<file path="src/rtl/gsob_pkg.sv">
// Shared constants, types and helpers for the glyph source-over blender.
package gsob_pkg;

    localparam int ChanN     = 3;            // red, green, blue
    localparam int ColW      = 8;
    localparam int ProdW     = 2 * ColW;     // 8x8 product
    localparam int NumW      = 3 * ColW;     // color numerator, max 255^3
    localparam int DenW      = 2 * ColW;     // oa * 255
    localparam int QW        = ColW;         // quotient bits after saturation check
    localparam int DivStages = QW + 1;       // saturation check plus one bit per stage

    localparam logic [ColW-1:0] CoverMin = 8'd3;
    localparam logic [ColW-1:0] ColMax   = 8'hFF;

    typedef enum logic [1:0] {
        CFG_RED   = 2'd0,
        CFG_GREEN = 2'd1,
        CFG_BLUE  = 2'd2,
        CFG_ALPHA = 2'd3
    } t_cfg_idx;

    // data that rides alongside the divider
    typedef struct packed {
        logic [ColW-1:0]            alpha;
        logic                       written;
        logic                       zero;
        logic [ChanN-1:0][ColW-1:0] dst;
    } t_side;

    // floor(x / 255) for x up to 255*255
    function automatic logic [ColW-1:0] div255(input logic [ProdW-1:0] x);
        logic [ProdW:0] s;
        s = {1'b0, x} + {{(ColW+1){1'b0}}, x[ProdW-1:ColW]} + {{ProdW{1'b0}}, 1'b1};
        return s[ProdW-1:ColW];
    endfunction

endpackage

</file>
<file path="src/rtl/gsob_div.sv">
// Pipelined restoring divider, three color lanes, one quotient bit per stage.
module gsob_div (
    input  logic                                           i_clk,
    input  logic                                           i_rst_n,
    input  logic                                           i_valid,
    output logic                                           o_ready,
    input  logic [gsob_pkg::ChanN-1:0][gsob_pkg::NumW-1:0] i_num,
    input  logic [gsob_pkg::DenW-1:0]                      i_den,
    input  gsob_pkg::t_side                                i_side,
    output logic                                           o_valid,
    input  logic                                           i_ready,
    output logic [gsob_pkg::ChanN-1:0][gsob_pkg::ColW-1:0] o_color,
    output gsob_pkg::t_side                                o_side
);
    import gsob_pkg::*;

    logic [DivStages-1:0] r_vld;
    logic [DivStages:0]   w_rdy;

    logic [NumW-1:0] r_rem  [QW][ChanN];
    logic            r_sat  [QW][ChanN];
    logic [QW-1:0]   r_q    [QW][ChanN];   // stage s kept at index s-1
    logic [DenW-1:0] r_den  [QW];
    t_side           r_side [DivStages];

    always_comb begin
        w_rdy[DivStages] = i_ready;
        for (int s = DivStages - 1; s >= 0; s--) begin
            w_rdy[s] = !r_vld[s] || w_rdy[s+1];
        end
    end

    always_ff @(posedge i_clk) begin
        if (!i_rst_n) begin
            r_vld <= '0;
        end else begin
            if (w_rdy[0]) begin
                r_vld[0] <= i_valid;
            end
            for (int s = 1; s < DivStages; s++) begin
                if (w_rdy[s]) begin
                    r_vld[s] <= r_vld[s-1];
                end
            end
        end
    end

    // stage 0: saturation check, quotient >= 256
    always_ff @(posedge i_clk) begin
        if (w_rdy[0]) begin
            for (int c = 0; c < ChanN; c++) begin
                r_rem[0][c] <= i_num[c];
                r_sat[0][c] <= i_num[c] >= {i_den, {QW{1'b0}}};
            end
            r_den[0]  <= i_den;
            r_side[0] <= i_side;
        end
    end

    for (genvar s = 1; s < DivStages; s++) begin : g_stage
        localparam int Bit = QW - s;

        logic [NumW-1:0] w_dsh;
        logic [NumW-1:0] w_rem_n [ChanN];
        logic [QW-1:0]   w_q_n   [ChanN];
        logic [QW-1:0]   w_q_p   [ChanN];

        assign w_dsh = {{(NumW-DenW){1'b0}}, r_den[s-1]} << Bit;

        always_comb begin
            for (int c = 0; c < ChanN; c++) begin
                w_q_p[c] = (s == 1) ? '0 : r_q[(s >= 2) ? s - 2 : 0][c];
                if (r_rem[s-1][c] >= w_dsh) begin
                    w_rem_n[c] = r_rem[s-1][c] - w_dsh;
                    w_q_n[c]   = w_q_p[c] | ({{(QW-1){1'b0}}, 1'b1} << Bit);
                end else begin
                    w_rem_n[c] = r_rem[s-1][c];
                    w_q_n[c]   = w_q_p[c];
                end
            end
        end

        always_ff @(posedge i_clk) begin
            if (w_rdy[s]) begin
                r_side[s] <= r_side[s-1];
                for (int c = 0; c < ChanN; c++) begin
                    if (s == QW) begin
                        // final pick: skipped pixel, zero alpha, saturated, quotient
                        if (!r_side[s-1].written) begin
                            r_q[s-1][c] <= r_side[s-1].dst[c];
                        end else if (r_side[s-1].zero) begin
                            r_q[s-1][c] <= '0;
                        end else if (r_sat[s-1][c]) begin
                            r_q[s-1][c] <= ColMax;
                        end else begin
                            r_q[s-1][c] <= w_q_n[c];
                        end
                    end else begin
                        r_q[s-1][c] <= w_q_n[c];
                    end
                end
            end
        end

        if (s < QW) begin : g_carry
            always_ff @(posedge i_clk) begin
                if (w_rdy[s]) begin
                    r_den[s] <= r_den[s-1];
                    for (int c = 0; c < ChanN; c++) begin
                        r_rem[s][c] <= w_rem_n[c];
                        r_sat[s][c] <= r_sat[s-1][c];
                    end
                end
            end
        end
    end

    assign o_ready = w_rdy[0];
    assign o_valid = r_vld[DivStages-1];
    assign o_side  = r_side[DivStages-1];

    always_comb begin
        for (int c = 0; c < ChanN; c++) begin
            o_color[c] = r_q[QW-1][c];
        end
    end

endmodule

</file>
<file path="src/rtl/glyph_source_over_blend.sv">
// Glyph source-over blender: top level with config registers and the alpha front end.
// Takes one pixel word per clock while s_axis_tready is high; returns one blended word
// per pixel, in order. Four front stages form the source alpha, output alpha
// and color numerators, then a nine-stage divider checks saturation and resolves
// one quotient bit per stage for all three colors. Every stage holds a valid bit
// and fills bubbles, so input is taken while a result waits as long as any stage
// is empty. Coverage below 3 passes the destination through with tuser low.
// Config writes are taken at any time but belong between frames.
module glyph_source_over_blend (
    input  logic        i_clk,
    input  logic        i_rst_n,
    input  logic        i_cfg_we,
    input  logic [1:0]  i_cfg_idx,
    input  logic [7:0]  i_cfg_data,
    input  logic        s_axis_tvalid,
    output logic        s_axis_tready,
    input  logic [39:0] s_axis_tdata,   // coverage, dst_red, dst_green, dst_blue, dst_alpha
    output logic        m_axis_tvalid,
    input  logic        m_axis_tready,
    output logic [31:0] m_axis_tdata,   // out_red, out_green, out_blue, blend_alpha
    output logic [0:0]  m_axis_tuser    // written
);
    import gsob_pkg::*;

    logic [ChanN-1:0][ColW-1:0] r_text;
    logic [ColW-1:0]            r_text_alpha;

    logic w_rdy1, w_rdy2, w_rdy3, w_rdy4, w_div_rdy;

    logic                       r1_vld, r1_skip;
    logic [ProdW-1:0]           r1_prod;
    logic [ChanN-1:0][ColW-1:0] r1_dst;
    logic [ColW-1:0]            r1_da;

    logic                       r2_vld, r2_skip;
    logic [ColW-1:0]            r2_sa;
    logic [ChanN-1:0][ColW-1:0] r2_dst;
    logic [ColW-1:0]            r2_da;

    logic                        r3_vld, r3_skip;
    logic [ColW-1:0]             r3_sa;
    logic [ProdW-1:0]            r3_dad;
    logic [ChanN-1:0][ProdW-1:0] r3_tcsa;
    logic [ChanN-1:0][ColW-1:0]  r3_dst;
    logic [ColW-1:0]             r3_da;

    logic                       r4_vld, r4_skip;
    logic [ColW-1:0]            r4_oa;
    logic [ChanN-1:0][NumW-1:0] r4_num;
    logic [ChanN-1:0][ColW-1:0] r4_dst;
    logic [ColW-1:0]            r4_da;

    logic [ColW-1:0]            w_inv;
    logic [ColW-1:0]            w_oa;
    logic [ChanN-1:0][NumW-1:0] w_num;
    logic [DenW-1:0]            w_den;
    t_side                      w_side;
    t_side                      w_out_side;
    logic [ChanN-1:0][ColW-1:0] w_out_color;

    // config registers
    always_ff @(posedge i_clk) begin
        if (!i_rst_n) begin
            r_text       <= {ChanN{ColMax}};
            r_text_alpha <= ColMax;
        end else if (i_cfg_we) begin
            case (t_cfg_idx'(i_cfg_idx))
                CFG_RED:   r_text[0]    <= i_cfg_data;
                CFG_GREEN: r_text[1]    <= i_cfg_data;
                CFG_BLUE:  r_text[2]    <= i_cfg_data;
                CFG_ALPHA: r_text_alpha <= i_cfg_data;
                default:   ;
            endcase
        end
    end

    assign w_rdy4 = !r4_vld || w_div_rdy;
    assign w_rdy3 = !r3_vld || w_rdy4;
    assign w_rdy2 = !r2_vld || w_rdy3;
    assign w_rdy1 = !r1_vld || w_rdy2;
    assign s_axis_tready = w_rdy1;

    always_ff @(posedge i_clk) begin
        if (!i_rst_n) begin
            r1_vld <= 1'b0;
            r2_vld <= 1'b0;
            r3_vld <= 1'b0;
            r4_vld <= 1'b0;
        end else begin
            if (w_rdy1) r1_vld <= s_axis_tvalid;
            if (w_rdy2) r2_vld <= r1_vld;
            if (w_rdy3) r3_vld <= r2_vld;
            if (w_rdy4) r4_vld <= r3_vld;
        end
    end

    // stage 1: text_alpha * coverage
    always_ff @(posedge i_clk) begin
        if (w_rdy1) begin
            r1_prod <= ProdW'(r_text_alpha) * ProdW'(s_axis_tdata[7:0]);
            r1_skip <= s_axis_tdata[7:0] < CoverMin;
            r1_dst  <= s_axis_tdata[31:8];
            r1_da   <= s_axis_tdata[39:32];
        end
    end

    // stage 2: source alpha
    always_ff @(posedge i_clk) begin
        if (w_rdy2) begin
            r2_sa   <= div255(r1_prod);
            r2_skip <= r1_skip;
            r2_dst  <= r1_dst;
            r2_da   <= r1_da;
        end
    end

    // stage 3: dst_alpha*(255-sa) and text color * sa
    assign w_inv = ColMax - r2_sa;

    always_ff @(posedge i_clk) begin
        if (w_rdy3) begin
            r3_dad <= ProdW'(r2_da) * ProdW'(w_inv);
            for (int c = 0; c < ChanN; c++) begin
                r3_tcsa[c] <= ProdW'(r_text[c]) * ProdW'(r2_sa);
            end
            r3_sa   <= r2_sa;
            r3_skip <= r2_skip;
            r3_dst  <= r2_dst;
            r3_da   <= r2_da;
        end
    end

    // stage 4: output alpha and color numerators
    assign w_oa = r3_sa + div255(r3_dad);

    always_comb begin
        for (int c = 0; c < ChanN; c++) begin
            w_num[c] = ({r3_tcsa[c], {ColW{1'b0}}} - {{ColW{1'b0}}, r3_tcsa[c]})
                     + NumW'(r3_dst[c]) * NumW'(r3_dad);
        end
    end

    always_ff @(posedge i_clk) begin
        if (w_rdy4) begin
            r4_oa   <= w_oa;
            r4_num  <= w_num;
            r4_skip <= r3_skip;
            r4_dst  <= r3_dst;
            r4_da   <= r3_da;
        end
    end

    // divisor oa * 255
    assign w_den = {r4_oa, {ColW{1'b0}}} - {{ColW{1'b0}}, r4_oa};

    assign w_side.alpha   = r4_skip ? r4_da : r4_oa;
    assign w_side.written = !r4_skip;
    assign w_side.zero    = r4_oa == '0;
    assign w_side.dst     = r4_dst;

    gsob_div u_div (
        .i_clk   (i_clk),
        .i_rst_n (i_rst_n),
        .i_valid (r4_vld),
        .o_ready (w_div_rdy),
        .i_num   (r4_num),
        .i_den   (w_den),
        .i_side  (w_side),
        .o_valid (m_axis_tvalid),
        .i_ready (m_axis_tready),
        .o_color (w_out_color),
        .o_side  (w_out_side)
    );

    assign m_axis_tdata = {w_out_side.alpha, w_out_color};
    assign m_axis_tuser = w_out_side.written;

    // a blended word with zero alpha carries black
    a_zero_alpha_black: assert property (@(posedge i_clk) disable iff (!i_rst_n)
        m_axis_tvalid && m_axis_tuser[0] && m_axis_tdata[31:24] == 8'd0
        |-> m_axis_tdata[23:0] == 24'd0)
        else $error("blended word with zero alpha has nonzero color");

    // a held first stage keeps its product
    a_stage1_hold: assert property (@(posedge i_clk) disable iff (!i_rst_n)
        r1_vld && !w_rdy2 |=> r1_vld && $stable(r1_prod) && $stable(r1_skip))
        else $error("first stage changed while stalled");

    // input backpressure only when every front stage is full and the divider is blocked
    a_full_before_stall: assert property (@(posedge i_clk) disable iff (!i_rst_n)
        !s_axis_tready |-> r1_vld && r2_vld && r3_vld && r4_vld && !w_div_rdy)
        else $error("input stalled with a free stage");

endmodule

</file>
<file path="config.mk">
export PLATFORM = sky130hd
export DESIGN_NAME = glyph_source_over_blend
export DESIGN_NICKNAME = d
export VERILOG_FILES = /design/src/rtl/gsob_pkg.sv /design/src/rtl/gsob_div.sv /design/src/rtl/glyph_source_over_blend.sv
export SDC_FILE = /design/constraint.sdc
export NUM_CORES = 2
export LEC_CHECK = 0
export BUFFER_PORTS_ARGS = -buffer_cell sky130_fd_sc_hd__buf_4
export CAP_MARGIN = 20
export CORE_ASPECT_RATIO = 2
export CORE_MARGIN = 1
export CORE_UTILIZATION = 60
export DETAILED_ROUTE_END_ITERATION = 7
export PLACE_DENSITY = 0.76
export SETUP_SLACK_MARGIN = 0.1
export SYNTH_ARGS = -nofsm -noshare
export SYNTH_HDL_FRONTEND = slang
export SYNTH_SLANG_ARGS = --single-unit
export TNS_END_PERCENT = 5
</file>
<file path="constraint.sdc">
create_clock -name i_clk -period 7.2 [get_ports i_clk]
set_clock_uncertainty 0.15 [all_clocks]
set_input_delay 0 -clock i_clk [delete_from_list [all_inputs] [get_ports i_clk]]
set_output_delay 0 -clock i_clk [all_outputs]
set_load 0.005 [all_outputs]
</file>
==> impl_metrics.toml <==
[sta]
rsz0062_at_grt = "false"
drv_slew = 0
setup_tns_ps = 0
max_freq_mhz = 153.4
maxSlewHeadroom_pct = 7.887
hold_violations = 0
setup_viol = 0
tightest_slew_ps = 1382
min_period_ps = 6520
final.period_utilization_pct = 90.56

[grt]
top_usage_layer = "met2"
overflow = 0
antenna_found_initial = 40
use_met2_pct = 75.23
grt_pass1_vias = 70810
grtUsageMet3_pct = 10.08
gr-usage-met1_pct = 30.10
grt_start_max_net_pins = 132
grt_pass1_wl_um = 459100
track_usage_pct = 41.21

[critical_path]
r2r.worst_path.cells = 18
reg2reg_to = "r4_num[70]$_DFFE_PP_"
crit_path_start = "r3_dad[4]$_DFFE_PP_"
end_kind = "register"
reg2reg_slack_ps = 680
cp_max_fo = 11
critPathRequiredTime_ps = 7550
crit_path_end = "r4_num[70]$_DFFE_PP_"
startpoint_type = "register"
critical_path_class = "register to register"
reg2reg_from = "r3_dad[4]$_DFFE_PP_"
cp.arrival_ps = 6870

[die]
die_h_um = 563.6
core-area_mm2 = 0.1562
die_w_um = 282.8
num_rows = 205
die-area_mm2 = 0.1594
io_pins = 90
initial_core_util_pct = 60.57

[synthesis]
ys_ff_latch = 1470
syn_area_per_cell_um2 = 11.44
async_reset_ff_share_pct = 0
syn-instance-count = 8270
synth_top_cell_by_area = "edfxtp_1"
syn_nets = 9671
synth_cell_types = 98
syn-cell-area_mm2 = 0.09461
ys.warnings.count = 0
yosysSeqAreaShare_pct = 46.18
netlist.area_leader.share_pct = 45.23
synthFlopType = "edfxtp_1"
synth_edf_count = 1425
yosys-top-cells-area = "edfxtp_1 (45%), fa_1 (11%), ha_1 (11%), inv_1 (3.8%), nand2_1 (2.9%)"

[routing]
drt_iter0_markers = 4301
drc = 0
viasPerCell = 6.163
wirelength_um = 316300
wl_per_cell_um = 29.46
antenna_left = 0
vias = 66170
drtPass1Iterations = 6

[worst_hold_path]
min_path_type = "input pin to register"

[clock_network]
cts_made_buffers = 141
cts_max_level = 4
worstSkewPairLatency_ps = 850
cts-root-buf = "clkbuf_16"
cts.path.max_buffers = 4
cts_tree = "yes"
cts.sinks = 1470
cts_resized = 0
clk_pin_slew_ps = 70

[placement]
io_buffer_count = 89
dp.final_hpwl_um = 243500
place_congestion = 1.037

[layout]
layout.nets = 9938
layout-drive-gt1-share_pct = 6.554
area_delta_synth_final_pct = 9.933
fill_cells = 11510

[run]
drv_cap = 0

[outcome]
status = "completed"
[layer usage]
layer / part of all wire (%) / vias to the layer above / wire (um)
met3: 5.0 / 1589 / 15900
li1: - / 29460 / -
met2: 54 / 2720 / 170200
met4: 16 / 26 / 49690
met5: 0.058 / - / 183
met1: 25 / 32370 / 80300
[synth_stat cells, types with 13 or more instances]
library cell and n:
a211o_1 14, a211oi_1 38, a21boi_0 28, a21o_1 167, a21oi_1 393, a31o_2 13, a31oi_1 51, and2_1 379
and3_1 44, buf_1 17, buf_2 18, clkbuf_1 171, dfxtp_1 45, edfxtp_1 1425, fa_1 541, ha_1 805
inv_1 965, mux2_2 68, mux2i_1 15, nand2_1 733, nand2b_1 84, nand3_1 137, nand4_1 55, nand4b_1 24
nor2_1 444, nor2b_1 125, nor3_1 122, nor4_1 38, o2111ai_1 25, o211ai_1 29, o21a_1 86, o21ai_0 294
o21ai_1 24, o21bai_1 33, o31ai_1 77, o41ai_1 17, or2_2 14, or3_1 42, or4_1 20, xnor2_1 291
xor2_1 162
[worst min-delay path by stage]
stage | start | endpoint | depth (start not counted) | slack (ps)
5_1_grt | s_axis_tdata[1] | r1_prod[1]$_DFFE_PP_ | 4 | 90
3_5_place_dp | s_axis_tdata[8] | r1_dst[0]$_DFFE_PP_ | 1 | 30
2_1_floorplan | s_axis_tdata[32] | r1_da[0]$_DFFE_PP_ | 0 | -50
4_1_cts | i_rst_n | r_text_alpha[4]$_SDFFE_PN1P_ | 3 | 8
6_report | s_axis_tdata[0] | r1_prod[1]$_DFFE_PP_ | 4 | 60
3_3_place_gp | s_axis_tdata[37] | r1_da[5]$_DFFE_PP_ | 1 | 30
[through the flow]
stage	worst slack (ps)	util [%]	cells	hold WS, ps	cell area [um^2]
global route	478.6	66.55	10720	93.12	104000
floorplan	1144	-	8270	-51.13	94610
CTS	658.4	66.44	10700	7.597	103800
finish	680.0	66.58	10740	61.21	104000
detailed placement	737.6	62.78	10340	29.49	98070
global placement	849.5	62.77	10330	28.17	98060
[repair_timing]
item | 4_1_cts | 5_1_grt
setup buffers | 0 | 0
hold buffers | 119 | 0
hold endpoints to repair | 93 | 0
[worst max-delay path, cell delays in order, from the launching register on]
cell and delay, ps:
edfxtp_1 680, buf_4 300, and2_1 160, fa_1 560
inv_1 70, fa_1 520, inv_1 50, fa_1 380
fa_1 540, fa_1 420, ha_1 360, and3_4 210
a221o_1 380, a31o_1 220, a21oi_2 200, o21ai_1 150
a221o_1 450, a311oi_2 310, xnor2_1 100
[cells in the final DEF, fill, tap and decap left out, types with 291 or more instances in the layout]
cell type     n
fa_1        541
o21ai_0     293
inv_1       959
and2_1      379
edfxtp_1   1425
xnor2_1     291
a21oi_1     393
nor2_1      442
nand2_1     728
ha_1        805
[flip-flops by register name, summed over array words and instances, names as in the netlist, 9 cells and up]
name and count:
r1_dst 24, u_div.r_q 108, r3_tcsa 48, u_div.r_side 281
u_div.r_den 128, r4_num 72, r3_dad 16, r2_dst 24
r1_prod 16, r4_dst 24, u_div.r_rem 576, r3_dst 24
r_text 24, u_div.r_sat 24, u_div.r_vld 9
[cell type report]
type | count | area [um^2] | area share [%]
antenna | 31 | 77.57 | 0.07459
clock buffer | 175 | 3796 | 3.650
clock inverter | 67 | 733.2 | 0.7050
inverter | 971 | 3660 | 3.519
multi-input combinational | 5621 | 46600 | 44.81
sequential | 1470 | 43690 | 42.01
tap | 2070 | 2590 | 2.490
timing repair buffer | 332 | 2854 | 2.744
[logic make-up after synthesis]
| logic type | synth area share [%] |
|---|---|
| adder cells (fa/ha/maj) | 22.09 |
| flip-flops | 46.18 |
| XOR/XNOR | 4.194 |
| multiplexers | 1.004 |
| AO/OA/AOI/OAI | 9.751 |
| AND/OR/NAND/NOR | 12.07 |
| buffers and inverters | 4.709 |
Power is left out: the tool's default activity adds up to more than one toggle a clock period on the data nets, which glitch-free logic cannot reach.
